--- config.mk ---
export PLATFORM = sky130hd
export DESIGN_NAME = fhal_csr
export DESIGN_NICKNAME = d
export VERILOG_FILES = /design/src/rtl/fhal_pkg.sv /design/src/rtl/fhal_csr.sv
export SDC_FILE = /design/constraint.sdc
export NUM_CORES = 1
export LEC_CHECK = 0
export BUFFER_PORTS_ARGS = -buffer_cell sky130_fd_sc_hd__buf_2
export CAP_MARGIN = 20
export CORE_MARGIN = 4
export CORE_UTILIZATION = 47
export DETAILED_ROUTE_END_ITERATION = 12
export HOLD_SLACK_MARGIN = 0.02
export MAX_ROUTING_LAYER = met4
export PLACE_DENSITY = 0.8
export SYNTH_ARGS = -nofsm -noshare
export SYNTH_HDL_FRONTEND = slang
export SYNTH_SLANG_ARGS = --single-unit
--- constraint.sdc ---
create_clock -name clock -period 1.3 [get_ports clock]
set_input_delay 0.195 -clock clock [delete_from_list [all_inputs] [get_ports clock]]
set_output_delay 0.195 -clock clock [all_outputs]
set_load 0.05 [all_outputs]
--- src/rtl/fhal_pkg.sv ---
// fhal_pkg: types and fixed constants for the first-fit heap allocator
// no dependencies; imported by every module of the block

package fhal_pkg;

   localparam int HEADER_BYTES      = 16;
   localparam int ALIGN_BYTES       = 16;
   localparam int MIN_PAYLOAD_BYTES = 16;
   localparam int GROW_MIN_BYTES    = 4096;
   localparam logic [31:0] LIMIT_RESET = 32'd65536;

   typedef enum logic [1:0] {
      STAT_OK      = 2'd0,
      STAT_OOM     = 2'd1,
      STAT_FULL    = 2'd2,
      STAT_IGNORED = 2'd3
   } status_type;

   typedef enum logic {
      FUNC_ALLOC = 1'b0,
      FUNC_FREE  = 1'b1
   } func_type;

   typedef enum logic {
      CSR_HEAP_BASE  = 1'b0,
      CSR_HEAP_LIMIT = 1'b1
   } csr_index_type;

   typedef enum logic [2:0] {
      ST_IDLE,
      ST_TAKE,
      ST_DROP,
      ST_GROW,
      ST_PSCAN,
      ST_PDECIDE,
      ST_SHIFTUP
   } state_type;

   typedef struct packed {
      logic [31:0] start;
      logic [31:0] size;
   } ext_type;

   // round up to the alignment, at least the minimum payload
   function automatic logic [32:0] round_size(logic [31:0] req);
      logic [32:0] r;
      r = ({1'b0, req} + 33'(ALIGN_BYTES - 1)) & ~33'(ALIGN_BYTES - 1);
      if (r < 33'(MIN_PAYLOAD_BYTES)) r = 33'(MIN_PAYLOAD_BYTES);
      return r;
   endfunction

   // growth amount: max(size + header, grow minimum)
   function automatic logic [33:0] grow_need(logic [32:0] size);
      logic [33:0] n;
      n = {1'b0, size} + 34'(HEADER_BYTES);
      if (n < 34'(GROW_MIN_BYTES)) n = 34'(GROW_MIN_BYTES);
      return n;
   endfunction

endpackage

--- src/rtl/fhal_csr.sv ---
// fhal_csr: heap_base and heap_limit registers behind the apb port
// depends on fhal_pkg for register indexes and reset values

module fhal_csr
   import fhal_pkg::*;
(
   input  logic        clock,
   input  logic        reset,
   input  logic        psel,
   input  logic        penable,
   input  logic        pwrite,
   input  logic [2:0]  paddr,
   input  logic [31:0] pwdata,
   output logic [31:0] prdata,
   output logic        pready,
   output logic [31:0] heap_base,
   output logic [31:0] heap_limit
);

   logic [31:0] base_ff;
   logic [31:0] limit_ff;
   logic        wr_en;

   assign pready = 1'b1;
   assign wr_en  = psel & penable & pwrite;

   always_ff @(posedge clock) begin
      if (reset) begin
         base_ff  <= '0;
         limit_ff <= LIMIT_RESET;
      end else if (wr_en) begin
         unique case (csr_index_type'(paddr[2]))
            CSR_HEAP_BASE:  base_ff  <= pwdata;
            CSR_HEAP_LIMIT: limit_ff <= pwdata;
            default: ;
         endcase
      end
   end

   always_comb begin
      unique case (csr_index_type'(paddr[2]))
         CSR_HEAP_BASE:  prdata = base_ff;
         CSR_HEAP_LIMIT: prdata = limit_ff;
         default:        prdata = '0;
      endcase
   end

   assign heap_base  = base_ff;
   assign heap_limit = limit_ff;

endmodule

==> impl_metrics.json <==
{
  "nFillCells": 430,
  "p_leak_nw": 2.43,
  "vias": 2658,
  "overflow": 0,
  "routed_via_density": 5.02,
  "place.gp.congestion": 0.705,
  "p_per_area_nw_per_um2": 1000,
  "min_period_over_period_pct": 101,
  "numCtsBuffers": 9,
  "critPathCaptureType": "primary output",
  "slew_violations": 0,
  "synth-seq-cells": 64,
  "grtUsageTotal_pct": 21.8,
  "synth_cells": 283,
  "power_frac_comb_pct": 16.6,
  "cts_tree": "yes",
  "die_y_um": 88.8,
  "wl_per_cell_um": 16.7,
  "fin_setup_tns_ps": -43.2,
  "cp.arrival_ps": 1120,
  "power.switching_w": 0.00128,
  "post-route-util_pct": 75.6,
  "critPathMaxFanout": 3,
  "die_area_um2": 7890,
  "min_to": "heap_limit[31]",
  "grt_pass1_wl_um": 12800,
  "clockPowerShare_pct": 40.9,
  "yosysTopAreaCell": "dfxtp_1",
  "p_int_w": 0.00352,
  "netlist_area_um2": 3070,
  "yosysWarnings": 0,
  "core.rowCount": 29,
  "hold_viol_final": 0,
  "cts.sinks": 64,
  "clock_latency_ps": 330,
  "cts.clk_slew.worst_paths_ps": 80,
  "hold_start": "pwdata[31]",
  "pwr-share-seq_pct": 42.5,
  "drive_gt1_share_pct": 62.4,
  "ir_drop_v": 0.000687,
  "fin_skew_ps": 0,
  "setup_viol_count_final": 5,
  "rsz0062_at_grt": "yes",
  "grt_start_max_net_pins": 98,
  "timing.rr.start": "heap_limit[24]",
  "drt_iter0_markers": 81,
  "dr.pass1.iters": 4,
  "setup_slack_ps": -13.9,
  "antenna_cells": 0,
  "port_buffers": 133,
  "period_minus_slack_ps": 1310,
  "crit_type": "flop to primary output",
  "grt_pass1_vias": 2773,
  "synth.distinct_cells": 15,
  "p_sw_share_pct": 26.7,
  "yosysTopAreaCellShare_pct": 41.7,
  "synthTopCellsByArea": "dfxtp_1 42%, mux2i_1 21%, nand2b_1 19%",
  "outcome": "finished, violations left",
  "core_region_area_um2": 6350,
  "rr_worst_depth": 3,
  "io_pins": 137,
  "cts.path.max_buffers": 2,
  "crit_required_ps": 1110,
  "final_antenna_net_count": 0,
  "r2r_end": "heap_limit[24]",
  "cts_hold_buf": 0,
  "regToRegSetupSlack_ps": 530,
  "violations": "setup timing",
  "die_w_um": 88.8,
  "area_growth_pct": 56.3,
  "syn_nets": 323,
  "nNetsFinal": 487,
  "antenna_found_initial": 0,
  "ys_seq_area_share_pct": 41.7,
  "critPathLaunchType": "flop",
  "fmax_mhz": 761,
  "cts_root_buffer": "clkbuf_8",
  "min_path_cells": 3,
  "avgSynthCellArea_um2": 10.8,
  "initial_utilization_pct": 48.4,
  "wl_um": 8810,
  "drc_errors": 0,
  "max-cap-violations": 0,
  "dpl.hpwl_um": 5070,
  "h-tree-depth": 3,
  "hold_class": "input pin to flop"
}
==> cell families after synthesis <==
group	after synthesis	share of synthesized area (%)
AND/OR/NAND/NOR	101	21.4
multiplexers	96	32.6
buffers and inverters	21	4.16
other	1	0.122
flip-flops	64	41.7
==> cells in the mapped netlist <==
library cell  number
clkbuf_1          10
dfxtp_1           64
nor2_1             2
nand2b_1          95
buf_2              6
and4b_1            1
and4_1             1
conb_1             1
nand4_4            1
nand4b_2           1
buf_4              1
buf_6              2
mux2i_1           64
mux2_2            32
buf_8              2
==> worst max-delay path: stages, from the launching register on <==
cell     delay [ps]
dfxtp_2         340
mux2_4          280
buf_8           150
==> cell usage in the layout, fill, tap and decap left out, drive strengths merged <==
cell type | Yosys | final
buf | 11 | 174
nor2 | 2 | 2
clkinv | 0 | 3
and4b | 1 | 1
mux2 | 32 | 32
and4 | 1 | 1
mux2i | 64 | 64
nand4 | 1 | 1
conb | 1 | 1
nand2b | 95 | 95
clkbuf | 10 | 11
dfxtp | 64 | 64
nand4b | 1 | 1
bufinv | 0 | 2
==> flip-flops by register name, summed over array words and instances, names as in the netlist <==
signal,count
heap_limit,32
heap_base,32
==> how the worst max path moves through the flow <==
stage	start	endpoint	slack, ps	cells after the start
after global routing	heap_base[26]	prdata[26]	-50	2
final	heap_base[26]	prdata[26]	-10	2
after global placement	paddr[2]	prdata[0]	4	4
after CTS	heap_base[0]	prdata[0]	-20	2
after detailed placement	paddr[2]	heap_base[5]	-10	5
after floorplan	heap_limit[0]	prdata[0]	60	1
==> repair_timing <==
item,CTS,global route
setup buffers,25,7
endpoints found under the setup margin,32,32
resized for setup,122,51
==> power groups by stage <==
stage	logic [W]	registers [W]	clock network, W
3_3_place_gp	0.000668	0.00208	0
4_1_cts	0.000764	0.00204	0.00199
2_1_floorplan	0.000341	0.00223	0
3_5_place_dp	0.000678	0.00208	0
6_report	0.000800	0.00204	0.00197
5_1_grt	0.000838	0.00205	0.00207
==> final cells by class <==
cell class | count | area, um2 | area share [%]
multi-input combinational | 198 | 1760 | 36.7
sequential | 64 | 1350 | 28.2
timing repair buffer | 174 | 1360 | 28.3
clock buffer | 11 | 151 | 3.16
clock inverter | 5 | 78.8 | 1.64
tap | 77 | 96.3 | 2.01
==> through the flow <==
step	hold WS, ps	setup WS, ps	power [W]	cell area (um2)	instances
after floorplan	350	55.7	0.00257	3070	283
after global placement	468	4.06	0.00275	3860	481
after detailed placement	477	-10.3	0.00276	3860	481
after CTS	108	-15.7	0.00479	4610	522
after global routing	121	-46.3	0.00496	4800	529
final	127	-13.9	0.00481	4800	529
==> layer usage <==
metal  routed length (um)  part of all wire [%]  GRT usage, %
met3                  435                   4.9          3.82
met4                  278                   3.2          11.7
met2                 4620                    52          37.7
met1                 3480                    39          23.6
met5                    0                     0             -
(Power assumes the default switching activity.)
